<file path="src/design/ivsa_pkg.sv">
// Package for the inverse variance slope accumulator.
// Widths, configuration register indexes, operation codes and the item type.
// No dependencies.
package ivsa_pkg;

  localparam int PIX_W      = 16;
  localparam int ADDR_W     = 16;   // log2 of the pixel store depth
  localparam int PIXELS     = 1 << ADDR_W;
  localparam int FLAG_W     = 10;
  localparam int INTG_W     = 8;
  localparam int SLOPE_W    = 32;
  localparam int UNC_W      = 32;
  localparam int VAR_W      = 2 * UNC_W;
  localparam int WSUM_W     = 64;
  localparam int WT_W       = 48;
  localparam int DIV_W      = 80;   // dividend width: 32-bit magnitude over 48 fraction bits
  localparam int FRAC_B     = 48;
  localparam int IGN_SLOTS  = 4;
  localparam int CFG_IDX_W  = 3;
  localparam int CFG_DATA_W = 8;

  // configuration register indexes
  localparam logic [CFG_IDX_W-1:0] CFG_QUICK   = 3'd0;
  localparam logic [CFG_IDX_W-1:0] CFG_NINT    = 3'd1;
  localparam logic [CFG_IDX_W-1:0] CFG_IGN_CNT = 3'd2;
  localparam logic [CFG_IDX_W-1:0] CFG_SLOT0   = 3'd3;
  localparam logic [CFG_IDX_W-1:0] CFG_SLOT1   = 3'd4;
  localparam logic [CFG_IDX_W-1:0] CFG_SLOT2   = 3'd5;
  localparam logic [CFG_IDX_W-1:0] CFG_SLOT3   = 3'd6;

  localparam logic [WT_W-1:0]   WT_MAX   = {WT_W{1'b1}};
  localparam logic [WT_W-1:0]   ONE_Q16  = 48'd65536;
  localparam logic [WSUM_W-1:0] WSUM_MAX = {1'b0, {(WSUM_W-1){1'b1}}};
  localparam logic [WSUM_W-1:0] WSUM_MIN = {1'b1, {(WSUM_W-1){1'b0}}};

  // what the back end does with a request
  typedef enum logic [2:0] {
    OP_NOP,     // read and report only
    OP_COPY_W,  // copy slope, uncertainty and flags
    OP_COPY_Q,  // copy slope only
    OP_QADD,    // plain sum and count
    OP_FLAG,    // merge flags, sums unchanged
    OP_WADD     // merge flags, add weighted terms
  } op_e;

  typedef struct packed {
    op_e                op;
    logic [PIX_W-1:0]   pix;
    logic [FLAG_W-1:0]  flags;
    logic [SLOPE_W-1:0] slope;
    logic [UNC_W-1:0]   unc;
  } item_t;

endpackage

</file>
<file path="src/design/ivsa_queue.sv">
// Two-entry queue between front and back end.
// Depends on ivsa_pkg.
module ivsa_queue (
  input  logic            clk_i,
  input  logic            rst_ni,
  input  logic            push_i,
  input  ivsa_pkg::item_t item_i,
  output logic            full_o,
  input  logic            pop_i,
  output logic            valid_o,
  output ivsa_pkg::item_t item_o
);

  ivsa_pkg::item_t ent_q [2];
  logic            wp_q, rp_q;
  logic [1:0]      cnt_q;

  assign full_o  = cnt_q[1];
  assign valid_o = (cnt_q != 2'd0);
  assign item_o  = ent_q[rp_q];

  // pointers and fill count
  always_ff @(posedge clk_i or negedge rst_ni) begin
    if (!rst_ni) begin
      wp_q  <= 1'b0;
      rp_q  <= 1'b0;
      cnt_q <= 2'd0;
    end else begin
      if (push_i) wp_q <= ~wp_q;
      if (pop_i)  rp_q <= ~rp_q;
      if (push_i && !pop_i)      cnt_q <= cnt_q + 2'd1;
      else if (pop_i && !push_i) cnt_q <= cnt_q - 2'd1;
    end
  end

  // storage
  always_ff @(posedge clk_i) begin
    if (push_i) ent_q[wp_q] <= item_i;
  end

endmodule

</file>
<file path="config.mk">
export PLATFORM = sky130hd
export DESIGN_NAME = ivsa_queue
export DESIGN_NICKNAME = d
export VERILOG_FILES = /design/src/design/ivsa_pkg.sv /design/src/design/ivsa_queue.sv
export SDC_FILE = /design/constraint.sdc
export NUM_CORES = 1
export LEC_CHECK = 0
export ABC_AREA = 1
export BUFFER_PORTS_ARGS = -buffer_cell sky130_fd_sc_hd__buf_2
export CELL_PAD_IN_SITES_DETAIL_PLACEMENT = 1
export CELL_PAD_IN_SITES_GLOBAL_PLACEMENT = 1
export CORE_MARGIN = 1.5
export CORE_UTILIZATION = 39
export DETAILED_ROUTE_END_ITERATION = 8
export PLACE_DENSITY_LB_ADDON = 0.15
export SYNTH_ARGS = -nofsm -noshare
export SYNTH_HDL_FRONTEND = slang
export SYNTH_SLANG_ARGS = --single-unit
</file>
<file path="constraint.sdc">
create_clock -name clk_i -period 4.8 [get_ports clk_i]
set_clock_uncertainty 0.1 [all_clocks]
set_input_delay 0.96 -clock clk_i [delete_from_list [all_inputs] [get_ports clk_i]]
set_output_delay 0.96 -clock clk_i [all_outputs]
set_load 0.005 [all_outputs]
</file>
==> results.toml, run 1 <==
[setup_path]
crit_type = "reg2out"
r2r_cells = 3
timing.reg2reg.setup_slack_ns = 2.66
slowest_delay_ns = 0.88
start_kind = "flop"
cp_slowest_cell = "dfrtp_4"
endpoint_kind = "output pin"
cp.required_ns = 3.74
critical_path.max_fanout = 50
crit_path_cell_trace = "buf_4, mux2_2, buf_2"
crit_arrival_ns = 2.30

[sta]
finalWorstSetupSlack_ns = 1.44
rsz0062_at_grt = "no"
setup_viol_count_final = 0
hold_violations = 0
drv_slew = 0
tightest_slew_ns = 1.05
maxSlewHeadroom_pct = 29.8
clock.fmax_ghz = 0.298
fin_tns_setup_ns = 0
worst_hold_slack_ns = 0.236
layout_worst_path_cycle_share_pct = 70.0
period_minus_slack_ns = 3.36

[floorplan]
dieArea_mm2 = 0.0186
core-area_mm2 = 0.0173
pin_count = 192
dieHeight_um = 136
row_count = 48
die_w_um = 136
start_util_pct = 40.0

[synthesis]
syn_area_mm2 = 0.00693
yosys.area_share.adder_pct = 0.181
netlist_instances = 313
synth_mux_area_share_pct = 15.1
yosys.area.top_type_share_pct = 80.7
synthTopCellsByArea = "edfxtp_1, mux2_2, dfrtp_1"
syn_nets = 411
ys_seq_area_share_pct = 82.1
synth_xor_area_share_pct = 0.379
synth_top_family_by_area = "multiplexers"
ys_seq_elements = 190
yosys.area_share.simple_pct = 0.542
ys_types = 14
yosys.area.top_type = "edfxtp_1"
synth.avg_cell_area_um2 = 22.1
synth_compound_area_share_pct = 0
ys_warn_count = 0

[power_and_ir_drop]
power.density_mw_per_mm2 = 564
ir_drop_mv = 0.247
seq_power_share_pct = 48.3
internal-power_uw = 3590
switching_share_pct = 26.6
combPwrFrac_pct = 24.4
switchingPower_uw = 1300
clkPwrFrac_pct = 27.4
p_leak_uw = 0.00327

[route]
drt_first_pass_iters = 4
drc_errors = 0
viasPerCell = 4.65
postRouteAntennaNets = 0
drt_first_iter_violations = 140
avgRoutedWirePerCell_um = 17.4
via_count = 3511
wl_um = 13200

[cts]
htree_levels = 4
clock-root-buffer = "clkbuf_16"
post_cts_buffers = 0
clock-sinks = 190
numCtsBuffers = 17
clock_latency_ns = 0.42
cts.path.max_buffers = 2
cts_hold_buffers = 0
clk_pin_slew_worst_paths_ns = 0.07
cts_tree = "built"
ctsResizeCount = 0

[grt]
antenna_found_initial = 2
overflow = 0
first_global_vias = 3813
grt_usage_pct = 14.6
grt_max_degree = 79
grt_pass1_wl_um = 20000

[place]
placed_area_mm2 = 0.00812
place_ws_ns = 1.85
io_buffers = 191
dp_hpwl_um = 8640
finalWeightedCongestion = 0.695
dpl.cell_count = 724

[flow_run]
drv_cap = 0

[finish]
layout_common_cells = "buf_2, edfxtp_1, mux2_2, clkbuf_16"
seqCellArea_mm2 = 0.00569
fill_cells = 1661
final_nets = 616
multi_input_comb_area_mm2 = 0.00113
area_growth_pct = 25.3
final_cells = 755
diodes = 0
layout_commonest_cell = "buf_2"
drive_above_1_share_pct = 60.2
final_area_mm2 = 0.00868

[run_status]
outcome = "complete, no violations"

[min_path]
hold_path.class = "in2async"
-- synth_stat cells --
cell type,count
dfrtp_1,4
buf_4,1
buf_6,6
inv_1,7
nor2_1,1
nand3_1,1
edfxtp_1,186
ha_1,1
buf_2,3
xnor2_1,1
nand2_1,6
xor2_1,2
mux2_2,93
nand4_1,1
-- per-layer routing --
metal | global-route usage (%) | share of wire (%) | vias up | wire, µm
met5 | 0 | 0.091 | - | 12
met4 | 4.79 | 1.2 | 2 | 157
met3 | 7.27 | 10 | 17 | 1330
met2 | 23.8 | 50 | 125 | 6540
met1 | 16.7 | 39 | 1726 | 5130
li1 | - | - | 1641 | -
-- cell type report --
cell class	instances	area share, %
repair buffers	196	11.4
well taps	225	3.24
clock buffers	20	5.03
flip-flops and latches	190	65.5
inverters	7	0.332
multi-input cells	106	13.0
clock inverters	11	1.38
-- power groups by stage --
stage / logic, µW / clock network [µW] / registers (µW)
floorplan: 804 / 0 / 2310
global placement: 1210 / 0 / 2390
detailed placement: 1220 / 0 / 2410
CTS: 1230 / 1380 / 2370
global route: 1320 / 1420 / 2410
finish: 1190 / 1340 / 2360
-- cell families after synthesis --
kind of cell / count (synthesis)
buffers and inverters: 17
DFF: 190
adders and majority gates: 1
and+or+nand+nor: 9
muxes: 93
xor gates and xnor gates: 3
-- final timing paths --
check | start | endpoint
min in group clk_i | cnt_q[0] | cnt_q[0]
max reg2reg | wp_q | ent_q[1][16]
min reg2reg | cnt_q[0] | cnt_q[0]
min | rst_ni | wp_q
max | rp_q | item_o[80]
max in group asynchronous | rst_ni | rp_q
-- critical path, delay by kind of cell (launching register included) --
family	cells	cell delay, ns
buffers and inverters	2	0.56
DFF	1	0.88
muxes	1	0.38
-- metrics by stage --
step,total power [µW],utilization [%]
2_1_floorplan,3110,-
3_3_place_gp,3600,47.0
3_5_place_dp,3630,47.0
4_1_cts,4980,50.2
5_1_grt,5150,50.2
6_report,4900,50.2
-- flip-flops by register name, summed over array words and instances, names as in the netlist --
signal,cells
ent_q,186
rp_q,1
cnt_q,2
wp_q,1
Note: power is estimated with default switching activity, not from simulation.
==> inputs of run 2 (changes only) <==
--- a/config.mk
+++ b/config.mk
@@ -5,12 +5,12 @@
 export SDC_FILE = /design/constraint.sdc
 export NUM_CORES = 1
 export LEC_CHECK = 0
-export ABC_AREA = 1
+export ABC_AREA = 0
 export BUFFER_PORTS_ARGS = -buffer_cell sky130_fd_sc_hd__buf_2
 export CELL_PAD_IN_SITES_DETAIL_PLACEMENT = 1
 export CELL_PAD_IN_SITES_GLOBAL_PLACEMENT = 1
 export CORE_MARGIN = 1.5
-export CORE_UTILIZATION = 39
+export CORE_UTILIZATION = 44
 export DETAILED_ROUTE_END_ITERATION = 8
 export PLACE_DENSITY_LB_ADDON = 0.15
 export SYNTH_ARGS = -nofsm -noshare
==> constraint.sdc (replaced) <==
create_clock -name clk_i -period 3.25 [get_ports clk_i]
set_clock_uncertainty 0.1 [all_clocks]
set_input_delay 0.65 -clock clk_i [delete_from_list [all_inputs] [get_ports clk_i]]
set_output_delay 0.65 -clock clk_i [all_outputs]
set_load 0.005 [all_outputs]
==> results.toml, run 2 <==
[run_status]
outcome = "complete, no violations"

[floorplan]
row_count = 45
core-area_mm2 = 0.0153
dieHeight_um = 128
pin_count = 192
die_w_um = 128
dieArea_mm2 = 0.0165
start_util_pct = 45.3

[synthesis]
synth_edf_count = 186
syn_nets = 402
async_flop_share_pct = 2.11
ys_seq_elements = 190
yosys.area.top_type = "edfxtp_1"
ys_seq_area_share_pct = 82.3
synth_ff_type = "edfxtp_1"
yosysMostFrequentCell = "edfxtp_1"
ys_top_cells_by_count = "edfxtp_1, mux2_2, buf_6, dfrtp_1, xor2_1"
ys_types = 14
synthTopCellsByArea = "edfxtp_1, mux2_2, dfrtp_1"
yosys.area.top_type_share_pct = 80.9
netlist_instances = 304
synth.avg_cell_area_um2 = 22.7
ys_warn_count = 0
syn_area_mm2 = 0.00691

[place]
io_buffers = 191
dp_hpwl_um = 9050
place_ws_ns = 1.02
finalWeightedCongestion = 0.736
dpl.cell_count = 703

[grt]
grt_max_degree = 50
first_global_vias = 3757
overflow = 0
antenna_found_initial = 0
grt_pass1_wl_um = 20100
grt_usage_pct = 17.0

[cts]
cts_tree = "built"
numCtsBuffers = 17
htree_levels = 4
ctsResizeCount = 0
clock_latency_ns = 0.41
cts.path.max_buffers = 2
clock-root-buffer = "clkbuf_16"
clk_pin_slew_worst_paths_ns = 0.07
clock-sinks = 190

[setup_path]
critical_path.max_fanout = 25
crit_path_cell_trace = "buf_4, mux2_2, buf_2"
worstReg2RegStart = "wp_q"
path_depth = 3
start_kind = "flop"
r2r_cells = 2
crit_type = "reg2out"
critPathBufInv = 2
slowest_delay_ns = 0.59
startpoint = "rp_q"
cp_slowest_cell = "dfrtp_4"
endpoint_kind = "output pin"
cp.required_ns = 2.50
crit_family = "flip-flops"
crit_arrival_ns = 1.89

[flow_run]
drv_cap = 0

[route]
viasPerCell = 4.73
postRouteAntennaNets = 0
drt_first_pass_iters = 4
drc_errors = 0
drt_first_iter_violations = 144
wl_um = 13600
via_count = 3480
avgRoutedWirePerCell_um = 18.5

[sta]
rsz0062_at_grt = "no"
maxSlewHeadroom_pct = 52.3
finalWorstSetupSlack_ns = 0.608
layout_worst_path_cycle_share_pct = 81.3
tightest_slew_ns = 0.716
period_minus_slack_ns = 2.64
clock.fmax_ghz = 0.378
setup_viol_count_final = 0
drv_slew = 0
fin_tns_setup_ns = 0
worst_hold_slack_ns = 0.315
hold_violations = 0

[finish]
final_nets = 610
largestRegisters = "ent_q (186), cnt_q (2)"
largest_reg_flops = 186
drive_above_1_share_pct = 61.6
layout_commonest_cell = "buf_2"
final_cells = 735
largest_register = "ent_q"
area_growth_pct = 26.6
layout_common_cells = "buf_2, edfxtp_1, mux2_2, clkbuf_16, buf_4"

[power_and_ir_drop]
ir_drop_mv = 0.411
p_leak_uw = 0.00328
internal-power_uw = 5500
clkPwrFrac_pct = 28.4
combPwrFrac_pct = 25.4
seq_power_share_pct = 46.2
power.density_mw_per_mm2 = 848
switchingPower_uw = 1910
switching_share_pct = 25.8

[min_path]
hold_depth = 1
hp-start = "item_i[25]"
hold_path.class = "in2reg"
-- run 2: path summary, 6_finish.rpt --
path / slack (ns) / end
hold reg to reg: 0.42 / cnt_q[0]
setup reg to reg: 1.51 / ent_q[1][92]
min in group asynchronous: 0.47 / rp_q
setup / recovery: 0.61 / item_o[41]
hold / removal: 0.31 / ent_q[0][25]
max in group asynchronous: 2.43 / rp_q
-- run 2: power groups by stage --
| stage | Sequential [µW] | Clock [µW] | Combinational [µW] |
|---|---|---|---|
| finish | 3420 | 2110 | 1880 |
| global route | 3480 | 2240 | 2050 |
| CTS | 3430 | 2150 | 1930 |
| detailed placement | 3480 | 0 | 1910 |
| global placement | 3450 | 0 | 1880 |
| floorplan | 3390 | 0 | 1190 |
-- run 2: routing by layer --
metal  vias to the layer above  part of all wire, %  GRT usage, %
li1                       1615                    -             -
met1                      1712                   40          20.2
met2                       129                   50          27.4
met3                        24                  7.5          7.05
met4                         0                  1.9          7.40
met5                         -                    0             0
-- run 2: area by class of cell --
type | count | area (µm²)
Inverter | 1 | 3.75
Timing Repair Buffer | 199 | 1040
Sequential cell | 190 | 5690
Tap cell | 211 | 264
Multi-Input combinational cell | 103 | 1140
Fill cell | 1379 | 6520
Clock buffer | 18 | 429
Antenna cell | 1 | 2.50
Clock inverter | 12 | 171
-- run 2: through the flow --
step	total power, µW	utilization (%)	cell area [µm²]
after floorplan	4580	-	6910
after global placement	5330	53.3	8130
after detailed placement	5390	53.3	8130
after CTS	7520	57.3	8740
after global routing	7770	57.3	8740
final	7410	57.3	8740
-- run 2: logic make-up (layout without fill, tap and decap cells) --
logic type / count (synthesis) / in the layout / synth area share, %
buf+inv: 11 / 230 / 1.36
other cells: 0 / 1 / 0
simple gates: 4 / 4 / 0.326
mux: 93 / 93 / 15.2
xor+xnor: 5 / 5 / 0.634
flops: 190 / 190 / 82.3
fa+ha+maj: 1 / 1 / 0.181
-- run 2: what timing repair did --
item                      in CTS  in global routing
hold buffers                   1                  0
setup buffers                  0                  0
hold endpoints to repair       4                  0
-- run 2: worst register-to-register path, cell delays in order (launching register included) --
cell and delay (ns):
dfrtp_1 0.42, and2_4 0.47, buf_4 0.41
