==> config.mk <==
export PLATFORM = sky130hd
export DESIGN_NAME = ivsa_front
export DESIGN_NICKNAME = d
export VERILOG_FILES = /design/src/design/ivsa_pkg.sv /design/src/design/ivsa_front.sv
export SDC_FILE = /design/constraint.sdc
export NUM_CORES = 1
export LEC_CHECK = 0
export ABC_AREA = 1
export ABC_CLOCK_PERIOD_IN_PS = 2009
export BUFFER_PORTS_ARGS = -buffer_cell sky130_fd_sc_hd__clkbuf_2
export CAP_MARGIN = 10
export CORE_MARGIN = 8
export CORE_UTILIZATION = 46
export CTS_CLUSTER_SIZE = 28
export DETAILED_ROUTE_END_ITERATION = 8
export GPL_TIMING_DRIVEN = 0
export PLACE_DENSITY = 0.87
export SYNTH_ARGS = -nofsm -noshare
export SYNTH_HDL_FRONTEND = slang
export SYNTH_SLANG_ARGS = --single-unit
==> constraint.sdc <==
create_clock -name clk_i -period 2.01 [get_ports clk_i]
set_input_delay 0.1005 -clock clk_i [delete_from_list [all_inputs] [get_ports clk_i]]
set_output_delay 0.1005 -clock clk_i [all_outputs]
set_load 0.01 [all_outputs]
==> src/design/ivsa_pkg.sv <==
// Package for the inverse variance slope accumulator.
// Widths, configuration register indexes, operation codes and the item type.
// No dependencies.
package ivsa_pkg;

  localparam int PIX_W      = 16;
  localparam int ADDR_W     = 16;   // log2 of the pixel store depth
  localparam int PIXELS     = 1 << ADDR_W;
  localparam int FLAG_W     = 10;
  localparam int INTG_W     = 8;
  localparam int SLOPE_W    = 32;
  localparam int UNC_W      = 32;
  localparam int VAR_W      = 2 * UNC_W;
  localparam int WSUM_W     = 64;
  localparam int WT_W       = 48;
  localparam int DIV_W      = 80;   // dividend width: 32-bit magnitude over 48 fraction bits
  localparam int FRAC_B     = 48;
  localparam int IGN_SLOTS  = 4;
  localparam int CFG_IDX_W  = 3;
  localparam int CFG_DATA_W = 8;

  // configuration register indexes
  localparam logic [CFG_IDX_W-1:0] CFG_QUICK   = 3'd0;
  localparam logic [CFG_IDX_W-1:0] CFG_NINT    = 3'd1;
  localparam logic [CFG_IDX_W-1:0] CFG_IGN_CNT = 3'd2;
  localparam logic [CFG_IDX_W-1:0] CFG_SLOT0   = 3'd3;
  localparam logic [CFG_IDX_W-1:0] CFG_SLOT1   = 3'd4;
  localparam logic [CFG_IDX_W-1:0] CFG_SLOT2   = 3'd5;
  localparam logic [CFG_IDX_W-1:0] CFG_SLOT3   = 3'd6;

  localparam logic [WT_W-1:0]   WT_MAX   = {WT_W{1'b1}};
  localparam logic [WT_W-1:0]   ONE_Q16  = 48'd65536;
  localparam logic [WSUM_W-1:0] WSUM_MAX = {1'b0, {(WSUM_W-1){1'b1}}};
  localparam logic [WSUM_W-1:0] WSUM_MIN = {1'b1, {(WSUM_W-1){1'b0}}};

  // what the back end does with a request
  typedef enum logic [2:0] {
    OP_NOP,     // read and report only
    OP_COPY_W,  // copy slope, uncertainty and flags
    OP_COPY_Q,  // copy slope only
    OP_QADD,    // plain sum and count
    OP_FLAG,    // merge flags, sums unchanged
    OP_WADD     // merge flags, add weighted terms
  } op_e;

  typedef struct packed {
    op_e                op;
    logic [PIX_W-1:0]   pix;
    logic [FLAG_W-1:0]  flags;
    logic [SLOPE_W-1:0] slope;
    logic [UNC_W-1:0]   unc;
  } item_t;

endpackage

==> src/design/ivsa_front.sv <==
// Front end: configuration registers and request classification.
// Depends on ivsa_pkg.
module ivsa_front (
  input  logic                               clk_i,
  input  logic                               rst_ni,
  input  logic                               cfg_we_i,
  input  logic [ivsa_pkg::CFG_IDX_W-1:0]     cfg_idx_i,
  input  logic [ivsa_pkg::CFG_DATA_W-1:0]    cfg_data_i,
  input  logic [ivsa_pkg::PIX_W-1:0]         pixel_index_i,
  input  logic [ivsa_pkg::INTG_W-1:0]        integration_index_i,
  input  logic signed [ivsa_pkg::SLOPE_W-1:0] slope_value_i,
  input  logic                               slope_missing_i,
  input  logic [ivsa_pkg::UNC_W-1:0]         slope_uncertainty_i,
  input  logic [ivsa_pkg::FLAG_W-1:0]        quality_flags_i,
  output ivsa_pkg::item_t                    item_o
);

  logic                              quick_q;
  logic [ivsa_pkg::INTG_W-1:0]       nint_q;
  logic [2:0]                        ign_cnt_q;
  logic [ivsa_pkg::INTG_W-1:0]       slot_q [ivsa_pkg::IGN_SLOTS];
  logic [2:0]                        ign_n;
  logic                              ignored;
  logic [ivsa_pkg::INTG_W:0]         intg_p1;

  // configuration writes
  always_ff @(posedge clk_i or negedge rst_ni) begin
    if (!rst_ni) begin
      quick_q   <= 1'b0;
      nint_q    <= 8'd1;
      ign_cnt_q <= 3'd0;
      for (int k = 0; k < ivsa_pkg::IGN_SLOTS; k++) slot_q[k] <= '0;
    end else if (cfg_we_i) begin
      unique case (cfg_idx_i)
        ivsa_pkg::CFG_QUICK:   quick_q   <= cfg_data_i[0];
        ivsa_pkg::CFG_NINT:    nint_q    <= cfg_data_i;
        ivsa_pkg::CFG_IGN_CNT: ign_cnt_q <= cfg_data_i[2:0];
        ivsa_pkg::CFG_SLOT0:   slot_q[0] <= cfg_data_i;
        ivsa_pkg::CFG_SLOT1:   slot_q[1] <= cfg_data_i;
        ivsa_pkg::CFG_SLOT2:   slot_q[2] <= cfg_data_i;
        ivsa_pkg::CFG_SLOT3:   slot_q[3] <= cfg_data_i;
        default: ;
      endcase
    end
  end

  // ignore list match on the one-based integration number
  always_comb begin
    ign_n   = (ign_cnt_q > 3'd4) ? 3'd4 : ign_cnt_q;
    intg_p1 = {1'b0, integration_index_i} + 9'd1;
    ignored = 1'b0;
    for (int k = 0; k < ivsa_pkg::IGN_SLOTS; k++) begin
      if ((3'(k) < ign_n) && (intg_p1 == {1'b0, slot_q[k]})) ignored = 1'b1;
    end
  end

  // classification
  always_comb begin
    item_o.pix   = pixel_index_i;
    item_o.flags = quality_flags_i;
    item_o.slope = slope_value_i;
    item_o.unc   = slope_uncertainty_i;
    priority if (nint_q <= 8'd1) begin
      item_o.op = quick_q ? ivsa_pkg::OP_COPY_Q : ivsa_pkg::OP_COPY_W;
    end else if (quick_q) begin
      item_o.op = slope_missing_i ? ivsa_pkg::OP_NOP : ivsa_pkg::OP_QADD;
    end else if (ignored) begin
      item_o.op = ivsa_pkg::OP_NOP;
    end else begin
      item_o.op = slope_missing_i ? ivsa_pkg::OP_FLAG : ivsa_pkg::OP_WADD;
    end
  end

endmodule

==> results of run 1 <==
==> through the flow <==
stage / TNS, ps / hold WS [ps]
2_1_floorplan: 0 / -195.1
3_3_place_gp: 0 / 304.5
3_5_place_dp: 0 / 311.9
4_1_cts: 0 / 121.1
5_1_grt: -187.8 / 145.2
6_report: 0 / 126.9
==> power breakdown <==
group | leakage (nW) | internal [W] | switching, W | total [W]
clock network | 0.0443 | 0.000248 | 0.000311 | 0.000560
logic | 1.72 | 0.000426 | 0.000438 | 0.000863
registers | 0.538 | 0.00103 | 0.000152 | 0.00118
==> worst max-delay path, cell delays in order, from the launching register on <==
cell and delay [ps]:
dfrtp_1 420, nand2_1 80, inv_1 40, nor2_1 80, nand3_1 90, nor2_2 150
nand2_1 60, nor2_1 100, nand3_1 70, nand2_1 80, nand2_1 60, nand2_2 90
nand2_1 60, nand2_1 60, nand2_1 50, clkbuf_2 120
==> area by class of cell <==
type | instances | area (µm²) | area share
repair buffers | 122 | 630.6 | 0.1588
multi-input cells | 259 | 1214 | 0.3056
well taps | 80 | 100.1 | 0.02520
plain buffers | 96 | 701.9 | 0.1767
flip-flops and latches | 43 | 1077 | 0.2713
clock buffers | 5 | 68.82 | 0.01733
inverters | 41 | 153.9 | 0.03875
clock inverters | 3 | 25.02 | 0.006301
==> kinds of logic after synthesis <==
| logic type | Yosys count | share of synthesized area |
|---|---|---|
| xor gates and xnor gates | 4 | 0.01123 |
| and+or+nand+nor | 204 | 0.2811 |
| DFF | 43 | 0.3448 |
| buffers and inverters | 137 | 0.2743 |
| AOI/OAI and AO/OA | 50 | 0.08461 |
| adders and majority gates | 1 | 0.004009 |
==> what timing repair did <==
action / 4_1_cts / 5_1_grt
setup endpoints to repair: 1 / 3
pin swaps: 1 / 3
hold buffers: 1 / 0
resized for setup: 2 / 8
buffers inserted: 1 / 5
hold endpoints to repair: 43 / 0
==> per-layer routing <==
layer / part of all wire / vias to the layer above / routed length [µm] / track usage
met4: 0.020 / 0 / 213 / 0.07084
met5: 0 / - / 0 / 0
li1: - / 1547 / - / -
met3: 0.081 / 17 / 866 / 0.06117
met1: 0.39 / 1475 / 4175 / 0.2454
met2: 0.51 / 143 / 5435 / 0.3689
==> registers in the layout (all words and copies together), names as in the netlist <==
signal	cells
slot_q	32
ign_cnt_q	3
quick_q	1
nint_q	7
==> cells in the mapped netlist <==
cell | number | area, µm²
a21oi_1 | 4 | 20.02
a31oi_1 | 1 | 6.260
buf_4 | 91 | 683.2
clkbuf_1 | 5 | 18.77
dfrtp_1 | 43 | 1076
ha_1 | 1 | 12.51
inv_1 | 40 | 150.1
inv_2 | 1 | 3.750
nand2_1 | 127 | 476.7
nand2_2 | 2 | 12.51
nand3_1 | 27 | 135.1
nand3b_1 | 13 | 97.59
nor2_1 | 30 | 112.6
nor2_2 | 1 | 6.260
nor2_4 | 1 | 11.26
nor3_1 | 1 | 5.000
nor4_2 | 1 | 12.51
o21ai_0 | 42 | 210.2
o21ai_2 | 1 | 8.760
o21bai_2 | 1 | 11.26
o31ai_1 | 1 | 7.510
or4_1 | 1 | 7.510
xnor2_1 | 3 | 26.28
xor2_1 | 1 | 8.760
==> final timing paths <==
path | start | end | slack, ps | cells after the start
setup reg to reg | ign_cnt_q[2] | ign_cnt_q[2] | 1020 | 4
min in group asynchronous | rst_ni | nint_q[6] | 500 | 2
max in group asynchronous | rst_ni | ign_cnt_q[2] | 810 | 2
hold / removal | cfg_data_i[5] | slot_q[29] | 130 | 3
setup / recovery | slot_q[0] | item_o[90] | 3 | 15
hold reg to reg | nint_q[7] | nint_q[7] | 500 | 2
==> run_results.csv, run 1 <==
group,metric,value,unit
placement,hpwl,9096,µm
hold_path,hold_path_class,"primary input to flop",
layout,fin_util,0.5944,
floorplanning,dieArea,9676,µm²
layout,postLayoutCellArea,3971,µm²
placement,dpl.cell_count,634,
detailed_routing,vias_per_cell,4.903,
placement,io_buffers,115,
detailed_routing,first_pass_iters,4,
layout,final_common_cell,"nand2_1",
power,power,0.002603,W
global_route,grt_max_degree,44,
detailed_routing,first_iter_violations,211,
detailed_routing,wl_per_cell,16.47,µm
sta,fin_crit,2007,ps
synthesis,synth.distinct_cells,24,
sta,layout_setup_ws,3.422,ps
layout,finalNetCount,682,
placement,placed_area,3796,µm²
floorplanning,core,6681,µm²
sta,min_period_over_period,0.9983,
synthesis,synth_seq_cells,43,
sta,worst-slew-pin-transition,1014,ps
synthesis,yosys_warnings,0,
power,p_leak,2.300,nW
synthesis,syn_inst,439,
detailed_routing,vias,3182,
global_route,grt_pass1_vias,3161,
critical_path,critPathKind,"flop to output port",
sta,rsz0062_at_grt,"true",
floorplanning,rows,30,
sta,max_freq,498.4,MHz
run_status,status,"finished, final reports clean",
clock_tree,insertion_delay,290,ps
floorplanning,initial_core_util,0.4670,
floorplanning,die_w,98.37,µm
detailed_routing,postRouteAntennaNets,0,
critical_path,cp-start-kind,"flop",
clock_tree,cts_tree,"yes",
sta,fin_skew,0,ps
sta,max-slew-margin-rel,0.3242,
layout,diodes,0,
floorplanning,io_pins,206,
layout,areaGrowthSynthToFinish,27.27,%
synthesis,syn_area,3120,µm²
power,p_per_area,655.4,nW/µm²
global_route,grt_pass1_wl,16620,µm
critical_path,critPathRequiredTime,1910,ps
placement,gp_congestion,0.9723,
sta,final_max_slew_viol_count,0,
sta,setup_viol,0,
floorplanning,fp.dieH,98.37,µm
layout,nFillCells,625,
synthesis,yosysSeqAreaShare,0.3448,
layout,layout_common_cells,"nand2_1, clkbuf_2, buf_4, o21ai_0, dfrtp_1",
critical_path,worst_setup_path_end_kind,"output port",
global_route,antenna_found_initial,0,
critical_path,worstPathArrival,1910,ps
sta,timing.final.hold_violations,0,
flow_run,drv_cap,0,
layout,drive_above_1_share,0.4148,
synthesis,syn_nets,553,
clock_tree,numCtsBuffers,5,
clock_tree,htree_levels,2,
clock_tree,root_buffer,"clkbuf_8",
power,irDropWorstVdd,0.6449,mV
global_route,grt_use_total,0.2131,
placement,dp_slack,36.95,ps
clock_tree,cts_sinks,43,
critical_path,critPathMaxFanout,3,
detailed_routing,route.detailed.drc,0,
clock_tree,clockBufferDepth,2,
layout,fin_cells,649,
clock_tree,cts.clk_slew.worst_paths,90,ps
global_route,grt.overflow.total,0,
synthesis,synth_area_per_cell,7.108,µm²
detailed_routing,wirelength,10690,µm
Note: power is estimated with default switching activity, not from simulation.
==> run 2, diff against run 1 <==
--- a/config.mk
+++ b/config.mk
@@ -5,7 +5,7 @@
 export SDC_FILE = /design/constraint.sdc
 export NUM_CORES = 1
 export LEC_CHECK = 0
-export ABC_AREA = 1
+export ABC_AREA = 0
 export ABC_CLOCK_PERIOD_IN_PS = 2009
 export BUFFER_PORTS_ARGS = -buffer_cell sky130_fd_sc_hd__clkbuf_2
 export CAP_MARGIN = 10
@@ -14,7 +14,7 @@
 export CTS_CLUSTER_SIZE = 28
 export DETAILED_ROUTE_END_ITERATION = 8
 export GPL_TIMING_DRIVEN = 0
-export PLACE_DENSITY = 0.87
+export PLACE_DENSITY = 0.86
 export SYNTH_ARGS = -nofsm -noshare
 export SYNTH_HDL_FRONTEND = slang
 export SYNTH_SLANG_ARGS = --single-unit
==> run 2 against run 1 <==
Effect of this change: the flow now finishes with violations (negative hold slack, negative setup slack); clock skew did not move; setup slack worse by 420 ps; maximum frequency down 17%; first-iteration DRC count fell by 9.5%; synthesized area rose by 1.6%; final area up 1.5%; final cell count decreased by 24%; clock power increased by 8.9%; synthesized cell count is 33% lower; largest power group unchanged.
==> run_results.csv, run 2 <==
group,metric,value,unit
critical_path,crit_slowest_cell,"dfrtp_1",
layout,largest_reg_flops,32,
layout,layout_common_cells,"clkbuf_2, buf_4, mux2_2, dfrtp_1, xor2_1",
critical_path,critPathMaxFanout,3,
clock_tree,insertion_delay,300,ps
power,p_comb_frac,0.352,
synthesis,yosysMostFrequentCell,"buf_4",
clock_tree,root_buffer,"clkbuf_8",
global_route,met3_usage,0.05708,
sta,fin_crit,2425,ps
global_route,grt_pass1_wl,14610,µm
synthesis,synth_top_area_share,0.3393,
power,swShare,0.3112,
placement,dpl.cell_count,485,
detailed_routing,wirelength,10040,µm
critical_path,critical-path-top-delay-family,"compound AO/OA/AOI/OAI gates",
placement,io_buffers,110,
synthesis,synth_top_cells_by_count,"buf_4, dfrtp_1, mux2_2, xor2_1, xnor2_1",
layout,nFillCells,536,
critical_path,cp_slowest_stage_delay,400,ps
run_status,status,"finished with violations",
synthesis,synth.distinct_cells,43,
synthesis,synth_top_family_by_area,"buffers and inverters",
critical_path,crit_chain,"buf_4 -> xor2_1 -> or3_4 -> a2111oi_4 -> a41oi_2 -> a32oi_2 -> a21oi_1 -> buf_2",
power,clockPowerShare,0.216,
clock_tree,cts.clk_slew.worst_paths,80,ps
layout,seqCellArea,1076,µm²
global_route,grtUsageMet1,0.2060,
global_route,grt.overflow.total,0,
synthesis,yosysSeqAreaShare,0.3393,
critical_path,reg2reg_depth,2,
synthesis,ys_top_cells_by_area,"dfrtp_1, buf_4, mux2_2",
power,internal_power,0.001941,W
synthesis,syn_area,3172,µm²
layout,largest_register,"slot_q",
detailed_routing,wl_per_cell,20.24,µm
sta,min_period_over_period,1.206,
clock_tree,clockBufferDepth,2,
synthesis,yosys.area_share.simple,0.08639,
global_route,met2_usage,0.3503,
placement,gp_congestion,0.9540,
critical_path,cp-start-kind,"flop",
detailed_routing,postRouteAntennaNets,0,
power,p_per_area,699.2,nW/µm²
floorplanning,core,6719,µm²
sta,fin_skew,0,ps
critical_path,critPathRequiredTime,1910,ps
sta,setup_viol,2,
layout,drive_above_1_share,0.6563,
global_route,grt_max_degree,44,
synthesis,synth_async_sr_flop_share,1.000,
sta,holdWs,-26.89,ps
synthesis,synth_edf_count,0,
critical_path,path_buf_inv,2,
sta,final_max_slew_viol_count,0,
global_route,grt_busiest_layer,"met2",
layout,fin_cells,496,
critical_path,worstPathArrival,2320,ps
sta,layout_setup_ws,-414.8,ps
power,p_sw,0.0008773,W
synthesis,syn_nets,408,
clock_tree,cts_sinks,43,
critical_path,worst_setup_path_end_kind,"output port",
sta,rsz0062_at_grt,"true",
layout,fin_util,0.6000,
critical_path,reg2reg_setup_slack,1080,ps
synthesis,yosys_warnings,0,
synthesis,synth_area_per_cell,10.79,µm²
floorplanning,dieArea,9808,µm²
detailed_routing,vias,2516,
power,p_seq_frac,0.432,
floorplanning,io_pins,206,
synthesis,synth_seq_cells,43,
floorplanning,initial_core_util,0.4721,
global_route,antenna_found_initial,0,
floorplanning,die_w,99.04,µm
detailed_routing,vias_per_cell,5.073,
floorplanning,rows,30,
layout,finalNetCount,529,
critical_path,r2r_start,"slot_q[20]",
sta,max_freq,412.4,MHz
synthesis,synth-main-ff-cell,"dfrtp_1",
synthesis,synth_fa_ha_area_frac,0.003945,
layout,biggestRegsByFlops,"slot_q: 32 flops, nint_q: 7 flops, ign_cnt_q: 3 flops",
layout,diodes,0,
floorplanning,fp.dieH,99.04,µm
layout,multiInputGateArea,1424,µm²
global_route,grt_use_total,0.1916,
synthesis,syn_inst,294,
synthesis,synthMuxAreaShare,0.1527,
detailed_routing,first_iter_violations,191,
sta,max-slew-margin-rel,0.2965,
critical_path,timing.rr.end,"slot_q[20]",
power,irDropWorstVdd,0.6362,mV
layout,areaGrowthSynthToFinish,27.10,%
sta,worst-slew-pin-transition,1055,ps
synthesis,synth_xor_area_frac,0.1286,
power,p_leak,2.021,nW
clock_tree,htree_levels,2,
sta,timing.final.hold_violations,43,
run_status,violations,"negative hold slack, negative setup slack",
hold_path,hold_path_class,"primary input to asynchronous set/reset pin",
critical_path,critPathKind,"flop to output port",
flow_run,drv_cap,0,
global_route,grt_pass1_vias,2634,
layout,final_common_cell,"clkbuf_2",
synthesis,synth-compound-area-share,0.05365,
detailed_routing,first_pass_iters,4,
clock_tree,cts_tree,"yes",
detailed_routing,route.detailed.drc,0,
clock_tree,numCtsBuffers,5,
placement,hpwl,8513,µm
synthesis,synth_top_cell_by_area,"dfrtp_1",
==> run 2: cell types whose count changed in the layout (fill, tap and decap cells not counted), sizes merged, moves of 5 or more <==
cell and change:
o21ai -39, xnor2 +12, mux2 +43, inv -38, xnor3 +5, xor2 +15
nor2 -27, nand3b -13, clkbuf -5, nand2 -124, nand3 -24
==> run 2: area by class of cell <==
class,count,share of cell area
Multi-Input combinational cell,148,0.3532
Sequential cell,43,0.2669
Buffer,100,0.1825
Timing Repair Buffer,114,0.1440
Tap cell,80,0.02483
Clock buffer,7,0.02390
Inverter,3,0.002793
Clock inverter,1,0.001862
==> run 2: how the worst max path moves through the flow <==
| stage | start | to | slack (ps) | cells past startpoint |
|---|---|---|---|---|
| CTS | slot_q[20] | item_o[90] | -510 | 8 |
| global placement | integration_index_i[0] | item_o[90] | -470 | 10 |
| detailed placement | integration_index_i[1] | item_o[90] | -480 | 10 |
| global route | slot_q[20] | item_o[90] | -520 | 8 |
| finish | slot_q[20] | item_o[90] | -410 | 8 |
| floorplan | integration_index_i[0] | item_o[90] | 10 | 8 |
==> run 2: power groups by stage <==
stage	Combinational, W	Clock (W)	Sequential, W
after floorplan	0.000674	0	0.00118
after CTS	0.000945	0.000623	0.00121
after detailed placement	0.000917	0	0.00123
after global placement	0.000885	0	0.00121
after global routing	0.00107	0.000658	0.00124
final	0.000992	0.000610	0.00122
==> run 2: logic make-up (layout without fill, tap and decap cells) <==
group                      Yosys count  after routing
xor gates and xnor gates            37             37
buffers and inverters              103            225
muxes                               43             43
and+or+nand+nor                     44             44
adders and majority gates            1              1
DFF                                 43             43
AOI/OAI and AO/OA                   23             23
==> run 2: through the flow <==
stage               hold WS (ps)  total power (W)  setup TNS [ps]  cell area, µm²  worst slack, ps
finish                    -26.89         0.002819          -802.0            4031           -414.8
global route               70.06         0.002962          -993.6            4031           -515.4
CTS                        1.198         0.002779          -991.8            3961           -505.8
detailed placement         328.1         0.002145          -958.6            3830           -482.7
global placement           317.7         0.002095          -920.8            3822           -466.5
floorplan                 -195.1         0.001854               0            3172            12.80
==> run 2: per-layer routing <==
layer,share of wire,wire (µm)
met1,0.36,3585
met4,0.018,176
met5,0,0
met2,0.54,5384
met3,0.089,893
==> run 2: timing repair <==
action	CTS	global route
pin swaps	3	5
gates cloned	0	0
buffers inserted	2	1
hold buffers	0	0
gates resized for setup	4	10
setup endpoints to repair	3	3
